==> config.mk <==
export PLATFORM = sky130hd
export DESIGN_NAME = cgp_grid_byte_evaluator
export DESIGN_NICKNAME = d
export VERILOG_FILES = /design/src/rtl/cgpe_pkg.sv /design/src/rtl/cgp_grid_byte_evaluator.sv /design/src/rtl/cgpe_alu.sv
export SDC_FILE = /design/constraint.sdc
export NUM_CORES = 1
export LEC_CHECK = 0
export BUFFER_PORTS_ARGS = -buffer_cell sky130_fd_sc_hd__buf_2
export CAP_MARGIN = 20
export CELL_PAD_IN_SITES_DETAIL_PLACEMENT = 1
export CELL_PAD_IN_SITES_GLOBAL_PLACEMENT = 1
export CORE_MARGIN = 5
export CORE_UTILIZATION = 31
export DETAILED_ROUTE_END_ITERATION = 10
export HOLD_SLACK_MARGIN = 0.06
export PLACE_DENSITY = 0.53
export SYNTH_ARGS = -nofsm -noshare
export SYNTH_HDL_FRONTEND = slang
export SYNTH_SLANG_ARGS = --single-unit
==> constraint.sdc <==
create_clock -name clk -period 9 [get_ports clk]
set_input_delay 2.25 -clock clk [delete_from_list [all_inputs] [get_ports clk]]
set_output_delay 2.25 -clock clk [all_outputs]
set_load 0.01 [all_outputs]
==> src/rtl/cgpe_pkg.sv <==
package cgpe_pkg;

  localparam int GRID_ROWS      = 4;
  localparam int GENE_LIMIT     = 32;
  localparam int IN_TDATA_W     = 96;
  localparam int OUT_TDATA_W    = 8;
  localparam int SEL_W          = 6;

  localparam logic [7:0] BYTE_ONES   = 8'hFF;
  localparam logic [7:0] MASK_SHR1   = 8'h7F;
  localparam logic [7:0] MASK_SHR2   = 8'h3F;
  localparam logic [7:0] MASK_HI_NIB = 8'hF0;
  localparam logic [7:0] MASK_LO_NIB = 8'h0F;

  typedef enum logic [3:0] {
    FN_CONST   = 4'd0,
    FN_PASS    = 4'd1,
    FN_NOT     = 4'd2,
    FN_OR      = 4'd3,
    FN_NOTA_OR = 4'd4,
    FN_AND     = 4'd5,
    FN_NAND    = 4'd6,
    FN_XOR     = 4'd7,
    FN_SHR1    = 4'd8,
    FN_SHR2    = 4'd9,
    FN_SWAP    = 4'd10,
    FN_ADD     = 4'd11,
    FN_ADDSAT  = 4'd12,
    FN_AVG     = 4'd13,
    FN_MAX     = 4'd14,
    FN_MIN     = 4'd15
  } fn_t;

  typedef struct packed {
    logic             enabled;
    fn_t              func;
    logic [SEL_W-1:0] src_b;
    logic [SEL_W-1:0] src_a;
  } gene_t;

  typedef enum logic [2:0] {
    STEP_IDLE = 3'd0,
    STEP_GENE = 3'd1,
    STEP_OPND = 3'd2,
    STEP_EXEC = 3'd3,
    STEP_OSEL = 3'd4,
    STEP_DONE = 3'd5
  } step_t;

  typedef enum logic [2:0] {
    JMP_SEQ,
    JMP_GO,
    JMP_LOOP,
    JMP_WAIT_IN,
    JMP_WAIT_OUT
  } jmp_t;

  typedef struct packed {
    logic  gene_rd;
    logic  opnd_rd;
    logic  node_wr;
    logic  osel_rd;
    logic  res_ld;
    jmp_t  jmp;
    step_t target;
  } ucw_t;

  function automatic ucw_t ucode_rom(step_t step);
    ucw_t w;
    w = '{gene_rd: 1'b0, opnd_rd: 1'b0, node_wr: 1'b0, osel_rd: 1'b0, res_ld: 1'b0,
          jmp: JMP_GO, target: STEP_IDLE};
    unique case (step)
      STEP_IDLE: begin
        w.jmp    = JMP_WAIT_IN;
        w.target = STEP_GENE;
      end
      STEP_GENE: begin
        w.gene_rd = 1'b1;
        w.jmp     = JMP_SEQ;
      end
      STEP_OPND: begin
        w.opnd_rd = 1'b1;
        w.jmp     = JMP_SEQ;
      end
      STEP_EXEC: begin
        w.node_wr = 1'b1;
        w.jmp     = JMP_LOOP;
        w.target  = STEP_GENE;
      end
      STEP_OSEL: begin
        w.osel_rd = 1'b1;
        w.jmp     = JMP_SEQ;
      end
      STEP_DONE: begin
        w.res_ld = 1'b1;
        w.jmp    = JMP_WAIT_OUT;
        w.target = STEP_IDLE;
      end
      default: begin
        w.jmp    = JMP_GO;
        w.target = STEP_IDLE;
      end
    endcase
    return w;
  endfunction

  function automatic logic [7:0] prim_byte(logic [SEL_W-1:0] idx, logic [63:0] lo,
                                           logic [7:0] hi);
    logic [7:0] r;
    r = 8'd0;
    if (idx < SEL_W'(8)) begin
      r = lo[{idx[2:0], 3'b000} +: 8];
    end else if (idx == SEL_W'(8)) begin
      r = hi;
    end
    return r;
  endfunction

endpackage

==> src/rtl/cgp_grid_byte_evaluator.sv <==
// Byte-wide Cartesian genetic programming grid of four rows by GRID_COLUMNS columns with
// level-back one. An input transaction with tuser low loads one node gene; with tuser high it
// evaluates one window and produces one result transaction. An evaluation walks every node of
// the grid in turn through one function unit and one node-value memory, three microcode steps
// per node, and the block accepts no next input transaction until the window's result is
// loaded into the output register. Loads and configuration writes may arrive while an earlier
// result is still waiting on the output.
module cgp_grid_byte_evaluator
  import cgpe_pkg::*;
#(
  parameter int PRIMARY_INPUTS = 9,
  parameter int GRID_COLUMNS   = 8
) (
  input  logic                   clk,
  input  logic                   rst_n,
  input  logic                   in_tvalid,
  output logic                   in_tready,
  // node_number[4:0], source_a[10:5], source_b[16:11], function_code[20:17],
  // node_enabled[21], window_low[85:22], window_high[93:86], zero fill above.
  input  logic [IN_TDATA_W-1:0]  in_tdata,
  // action[0].
  input  logic                   in_tuser,
  output logic                   out_tvalid,
  input  logic                   out_tready,
  // result_byte[7:0].
  output logic [OUT_TDATA_W-1:0] out_tdata,
  // source_fault[0].
  output logic                   out_tuser,
  input  logic                   cfg_valid,
  output logic                   cfg_ready,
  input  logic [SEL_W-1:0]       cfg_data
);

  localparam int NODE_COUNT = GRID_ROWS * GRID_COLUMNS;
  localparam int NODE_W     = $clog2(NODE_COUNT);
  localparam int NODE_SLOTS = 1 << NODE_W;
  localparam int GENE_DEPTH = (NODE_COUNT < GENE_LIMIT) ? NODE_COUNT : GENE_LIMIT;
  localparam int GENE_AW    = $clog2(GENE_DEPTH);
  localparam int GENE_SLOTS = 1 << GENE_AW;

  typedef struct packed {
    logic              prim;
    logic              bad;
    logic [7:0]        pbyte;
    logic [NODE_W-1:0] addr;
  } opnd_t;

  function automatic opnd_t decode_src(logic [SEL_W-1:0] s, logic [NODE_W-1:0] node,
                                       logic [63:0] lo, logic [7:0] hi);
    opnd_t      r;
    logic [8:0] m9;
    logic [8:0] col9;
    m9      = 9'(s) - 9'(PRIMARY_INPUTS);
    col9    = 9'(node >> 2);
    r.prim  = (int'(s) < PRIMARY_INPUTS);
    r.pbyte = prim_byte(s, lo, hi);
    r.addr  = m9[NODE_W-1:0];
    r.bad   = !r.prim && ((col9 == 9'd0) || ((m9 >> 2) != (col9 - 9'd1)));
    return r;
  endfunction

  step_t             step_r, step_nxt;
  ucw_t              ucw;
  logic [NODE_W-1:0] node_r;
  logic              fault_r;
  logic [SEL_W-1:0]  output_select_r;
  logic              out_valid_r;
  logic [7:0]        out_byte_r;
  logic              out_fault_r;

  logic [63:0]       win_lo_r;
  logic [7:0]        win_hi_r;

  gene_t             gene_mem [GENE_SLOTS];
  logic [GENE_SLOTS-1:0] gene_valid_r;
  gene_t             gene_q;
  logic              gene_live_r;

  logic [7:0]        nram [NODE_SLOTS];
  logic [7:0]        nram_a_q, nram_b_q;

  logic              op_en_r;
  fn_t               op_func_r;
  logic              opa_prim_r, opb_prim_r;
  logic [7:0]        opa_byte_r, opb_byte_r;
  logic              osel_prim_r, osel_node_r;

  logic              in_acc, eval_start, load_wr, node_last, out_free, res_take;
  logic              node_en;
  opnd_t             dec_a, dec_b;
  logic [8:0]        sel_m9;
  logic [NODE_W-1:0] rd_addr_a;
  logic [7:0]        alu_a, alu_b, alu_y, result_byte;
  gene_t             load_gene;

  assign ucw        = ucode_rom(step_r);
  assign in_tready  = (ucw.jmp == JMP_WAIT_IN);
  assign in_acc     = in_tvalid && in_tready;
  assign eval_start = in_acc && in_tuser;
  assign load_wr    = in_acc && !in_tuser && (int'(in_tdata[4:0]) < NODE_COUNT);
  assign node_last  = (node_r == NODE_W'(NODE_COUNT - 1));
  assign out_free   = !out_valid_r || out_tready;
  assign res_take   = ucw.res_ld && out_free;
  assign cfg_ready  = 1'b1;

  assign out_tvalid = out_valid_r;
  assign out_tdata  = out_byte_r;
  assign out_tuser  = out_fault_r;

  assign load_gene.src_a   = in_tdata[10:5];
  assign load_gene.src_b   = in_tdata[16:11];
  assign load_gene.func    = fn_t'(in_tdata[20:17]);
  assign load_gene.enabled = in_tdata[21];

  always_comb begin
    unique case (ucw.jmp)
      JMP_SEQ:      step_nxt = step_t'(step_r + 3'd1);
      JMP_GO:       step_nxt = ucw.target;
      JMP_LOOP:     step_nxt = node_last ? step_t'(step_r + 3'd1) : ucw.target;
      JMP_WAIT_IN:  step_nxt = eval_start ? ucw.target : step_r;
      JMP_WAIT_OUT: step_nxt = out_free ? ucw.target : step_r;
      default:      step_nxt = STEP_IDLE;
    endcase
  end

  always_ff @(posedge clk) begin
    if (!rst_n) begin
      step_r          <= STEP_IDLE;
      node_r          <= '0;
      fault_r         <= 1'b0;
      output_select_r <= SEL_W'(9);
      out_valid_r     <= 1'b0;
      gene_valid_r    <= '0;
    end else begin
      step_r <= step_nxt;
      if (cfg_valid && cfg_ready) begin
        output_select_r <= cfg_data;
      end
      if (load_wr) begin
        gene_valid_r[in_tdata[GENE_AW-1:0]] <= 1'b1;
      end
      if (eval_start) begin
        node_r  <= '0;
        fault_r <= 1'b0;
      end else if (ucw.node_wr && !node_last) begin
        node_r <= node_r + NODE_W'(1);
      end
      if (ucw.opnd_rd && node_en && (dec_a.bad || dec_b.bad)) begin
        fault_r <= 1'b1;
      end
      if (res_take) begin
        out_valid_r <= 1'b1;
      end else if (out_tready) begin
        out_valid_r <= 1'b0;
      end
    end
  end

  always_ff @(posedge clk) begin
    if (load_wr) begin
      gene_mem[in_tdata[GENE_AW-1:0]] <= load_gene;
    end
    if (ucw.gene_rd) begin
      gene_q      <= gene_mem[node_r[GENE_AW-1:0]];
      gene_live_r <= (int'(node_r) < GENE_DEPTH) && gene_valid_r[node_r[GENE_AW-1:0]];
    end
  end

  always_ff @(posedge clk) begin
    if (eval_start) begin
      win_lo_r <= in_tdata[85:22];
      win_hi_r <= in_tdata[93:86];
    end
  end

  assign node_en = gene_live_r && gene_q.enabled;
  assign dec_a   = decode_src(gene_q.src_a, node_r, win_lo_r, win_hi_r);
  assign dec_b   = decode_src(gene_q.src_b, node_r, win_lo_r, win_hi_r);
  assign sel_m9  = 9'(output_select_r) - 9'(PRIMARY_INPUTS);
  assign rd_addr_a = ucw.osel_rd ? sel_m9[NODE_W-1:0] : dec_a.addr;

  always_ff @(posedge clk) begin
    if (ucw.opnd_rd) begin
      op_en_r    <= node_en;
      op_func_r  <= gene_q.func;
      opa_prim_r <= dec_a.prim;
      opb_prim_r <= dec_b.prim;
      opa_byte_r <= dec_a.pbyte;
      opb_byte_r <= dec_b.pbyte;
    end
    if (ucw.osel_rd) begin
      osel_prim_r <= (int'(output_select_r) < PRIMARY_INPUTS);
      osel_node_r <= (int'(output_select_r) >= PRIMARY_INPUTS)
                     && (sel_m9 < 9'(NODE_COUNT));
      opa_byte_r  <= prim_byte(output_select_r, win_lo_r, win_hi_r);
    end
  end

  always_ff @(posedge clk) begin
    if (ucw.node_wr) begin
      nram[node_r] <= op_en_r ? alu_y : 8'd0;
    end
    if (ucw.opnd_rd || ucw.osel_rd) begin
      nram_a_q <= nram[rd_addr_a];
      nram_b_q <= nram[dec_b.addr];
    end
  end

  assign alu_a = opa_prim_r ? opa_byte_r : nram_a_q;
  assign alu_b = opb_prim_r ? opb_byte_r : nram_b_q;

  cgpe_alu u_alu (
    .func (op_func_r),
    .a    (alu_a),
    .b    (alu_b),
    .y    (alu_y)
  );

  always_comb begin
    priority if (fault_r) begin
      result_byte = 8'd0;
    end else if (osel_prim_r) begin
      result_byte = opa_byte_r;
    end else if (osel_node_r) begin
      result_byte = nram_a_q;
    end else begin
      result_byte = 8'd0;
    end
  end

  always_ff @(posedge clk) begin
    if (res_take) begin
      out_byte_r  <= result_byte;
      out_fault_r <= fault_r;
    end
  end

`ifndef SYNTHESIS
  a_result_after_done: assert property (@(posedge clk) disable iff (!rst_n)
    $rose(out_valid_r) |-> $past(step_r == STEP_DONE))
    else $error("result raised outside the final step");

  a_fault_zero: assert property (@(posedge clk) disable iff (!rst_n)
    (out_valid_r && out_fault_r) |-> (out_byte_r == 8'd0))
    else $error("faulted result carries a non-zero byte");

  a_node_range: assert property (@(posedge clk) disable iff (!rst_n)
    int'(node_r) < NODE_COUNT)
    else $error("node counter beyond the grid");

  a_busy_after_eval: assert property (@(posedge clk) disable iff (!rst_n)
    $fell(in_tready) |-> $past(in_tvalid && in_tuser))
    else $error("input stalled without an evaluate transaction");
`endif

endmodule

==> src/rtl/cgpe_alu.sv <==
module cgpe_alu
  import cgpe_pkg::*;
(
  input  fn_t        func,
  input  logic [7:0] a,
  input  logic [7:0] b,
  output logic [7:0] y
);

  logic [8:0] sum;

  assign sum = {1'b0, a} + {1'b0, b};

  always_comb begin
    unique case (func)
      FN_CONST:   y = BYTE_ONES;
      FN_PASS:    y = a;
      FN_NOT:     y = a ^ BYTE_ONES;
      FN_OR:      y = a | b;
      FN_NOTA_OR: y = (a ^ BYTE_ONES) | b;
      FN_AND:     y = a & b;
      FN_NAND:    y = (a & b) ^ BYTE_ONES;
      FN_XOR:     y = a ^ b;
      FN_SHR1:    y = (a >> 1) & MASK_SHR1;
      FN_SHR2:    y = (a >> 2) & MASK_SHR2;
      FN_SWAP:    y = ((a << 4) & MASK_HI_NIB) | (b & MASK_LO_NIB);
      FN_ADD:     y = sum[7:0];
      FN_ADDSAT:  y = sum[8] ? BYTE_ONES : sum[7:0];
      FN_AVG:     y = ((a >> 1) & MASK_SHR1) + ((b >> 1) & MASK_SHR1);
      FN_MAX:     y = (a > b) ? a : b;
      FN_MIN:     y = (a < b) ? a : b;
      default:    y = 8'd0;
    endcase
  end

endmodule

==> out/qor.yml <==
routed.top_layer: "met5"
dieArea_sq_um: 148000
ys_async_sr_fraction_pct: 0
std_cell_rows: 137
rsz0062_at_grt: "no"
synth.top_cells.by_area: "edfxtp_1, mux4_2, nand2_1"
final_cells: 4800
place_ws_ns: 3.79
io-pin-count: 120
die_h_microns: 385
synth_nets: 2827
wirelength_met1_microns: 57200
layout-drive-gt1-share_pct: 25.2
numCtsBuffers: 107
clock_latency_ns: 0.72
crit_cells: 11
routedWlPerCell_microns: 27.5
finalHoldViolCount: 0
netlist_area_sq_um: 43500
max-vdd-ir-drop_v: 0.000185
netlist_instances: 2684
clk_pin_slew_ns: 0.06
final_util_pct: 36.0
drv_cap: 0
routabilityCongestion: 0.884
ctsResizeCount: 0
dp.cells: 4583
firstDrtPassIters: 5
ys_seq_elements: 988
leakage_uw: 0.0162
synthTopCellsByCount: "edfxtp_1, nand2_1, mux4_2"
yosysMostFrequentCell: "edfxtp_1"
grt_pass1_wl_microns: 189000
nNetsFinal: 2974
cp_slowest_cell: "edfxtp_1"
grtUsageTotal_pct: 17.6
yosys_warnings: 0
die_x_microns: 385
cp_slowest_stage_delay_ns: 0.66
routed_wirelength_microns: 132000
cts_hold_buffers: 0
dr.first_iter.drc_count: 1887
reg2regPathDepth: 11
area_growth_pct: 15.5
core_area_sq_um: 140000
worstMarginPinSlew_ns: 1.19
synth_top_area_share_pct: 64.9
critPathLaunchType: "register"
cp_max_fo: 19
initial_utilization_pct: 31.2
crit_family: "compound AO/OA/AOI/OAI gates"
fin_ws_ns: 4.40
cts_tree: "built"
path_buf_inv: 2
hold_path_class: "reg2reg"
path_class: "reg2reg"
synth.distinct_cells: 81
min_path_cells: 1
cts_sinks: 988
ys.flop_type: "edfxtp_1"
place_hpwl_microns: 83100
grt_pass1_vias: 27100
final_cell_area_sq_um: 50200
cp.arrival_ns: 5.00
worstSetupEndpointType: "register"
status: "complete, no violations"
grt_max_degree: 105
p_per_area_nw_per_um2: 214
cp_cell_sequence: "mux2i_1 > inv_1 > ha_1 > fa_1 > a21oi_1 > o21bai_1 > a21oi_1 > nor2_1 > a311o_1 > o31a_1 > buf_8"
cts_setup_buffers: 0
relSlewSlack_pct: 20.8
maxSlewViolCount: 0
period_minus_slack_ns: 4.60
avgViaCountPerCell: 5.28
crit_required_ns: 9.40
synth-edff-count: 940
post-route-drc-count: 0
cts_buffer_depth: 3
dr_wl_met2_microns: 66400
portBuffers: 116
overflow: 0
ys_seq_area_share_pct: 67.1
cpMostUsedCell: "a21oi_1"
ant_nets: 0
synth_top_area_cell: "edfxtp_1"
finClkSkew_ns: 0.0568
placed_area_sq_um: 46600
avgSynthCellArea_sq_um: 16.2
setup_viol: 0
fmax_mhz: 217
routed-via-count: 25400
antenna_found_initial: 4
wl_met3_microns: 5380
cts_root_buffer: "clkbuf_16"
fin_setup_tns_ns: 0
cts_htree_levels: 3
finalCritPeriodShare_pct: 51.1
flip-flops by register name (all words and copies together), names as in the netlist, 3 cells and up:
signal and flops:
node_r 5, win_lo_r 64, out_tdata 8, gene_q 17, opa_byte_r 8, nram 256, win_hi_r 8, nram_b_q 8
opb_byte_r 8, step_r 3, op_func_r 4, nram_a_q 8, gene_mem 544, gene_valid_r 32, output_select_r 6
per-stage QoR:
stage	power [uW]	hold WS, ns
2_1_floorplan	6060	0.400
3_3_place_gp	6490	0.441
3_5_place_dp	6530	0.450
4_1_cts	10900	0.465
5_1_grt	11100	0.486
6_report	10700	0.463
cells in the final DEF, fill, tap and decap left out, drive strengths merged, types with 6 or more instances in the layout:
cell / Yosys / routed
mux4: 272 / 272
o22ai: 11 / 11
o211ai: 71 / 71
nand2b: 13 / 13
xnor2: 14 / 14
edfxtp: 940 / 940
a21oi: 38 / 38
a211oi: 10 / 10
clkinv: 4 / 48
o31ai: 11 / 11
nand4: 20 / 20
o21ai: 55 / 55
mux2i: 46 / 46
inv: 32 / 36
or3: 8 / 8
mux2: 28 / 28
bufinv: 0 / 7
nand2: 390 / 390
dfxtp: 48 / 48
nor4: 7 / 7
nor3: 23 / 23
xor2: 7 / 7
clkbuf: 70 / 142
o31a: 6 / 6
ha: 33 / 33
buf: 97 / 204
nor2: 126 / 126
nor2b: 21 / 21
and4: 8 / 8
a22oi: 91 / 91
nand3: 77 / 77
o21a: 34 / 34
path summary, 6_finish.rpt:
kind,start,end,slack [ns]
setup reg to reg,opa_prim_r$_DFFE_PP_,nram[10][6]$_DFFE_PP_,4.40
setup / recovery,opa_prim_r$_DFFE_PP_,nram[10][6]$_DFFE_PP_,4.40
hold / removal,gene_valid_r[18]$_SDFFE_PN0P_,gene_valid_r[18]$_SDFFE_PN0P_,0.46
hold reg to reg,gene_valid_r[18]$_SDFFE_PN0P_,gene_valid_r[18]$_SDFFE_PN0P_,0.46
area by class of cell:
type / instances / area (sq um)
diodes: 2 / 5.00
clock buffers: 141 / 2890
clock inverters: 59 / 544
fillers: 14200 / 89300
inverters: 36 / 138
multi-input cells: 1493 / 13600
flip-flops and latches: 988 / 29200
well taps: 1876 / 2350
repair buffers: 205 / 1500
kinds of logic after synthesis:
logic type	share of synthesized area (%)
XOR/XNOR	0.550
other	0.00862
AND/OR/NAND/NOR	7.13
AO/OA/AOI/OAI	6.11
multiplexers	15.9
adder cells (fa/ha/maj)	1.04
buffers and inverters	2.09
flip-flops	67.1
report_power, final:
| part | total [uW] | switching, uW | internal, uW |
|---|---|---|---|
| combinational | 1260 | 782 | 473 |
| clock | 4310 | 1840 | 2460 |
| sequential | 5160 | 58.8 | 5110 |
| total | 10700 | 2680 | 8040 |
per-layer routing:
| layer | global-route usage, % | vias to the layer above |
|---|---|---|
| met5 | 0 | - |
| met4 | 4.49 | 4 |
| met3 | 2.74 | 187 |
| met2 | 30.2 | 609 |
| met1 | 23.3 | 13600 |
| li1 | - | 11000 |
(Power assumes the default switching activity.)
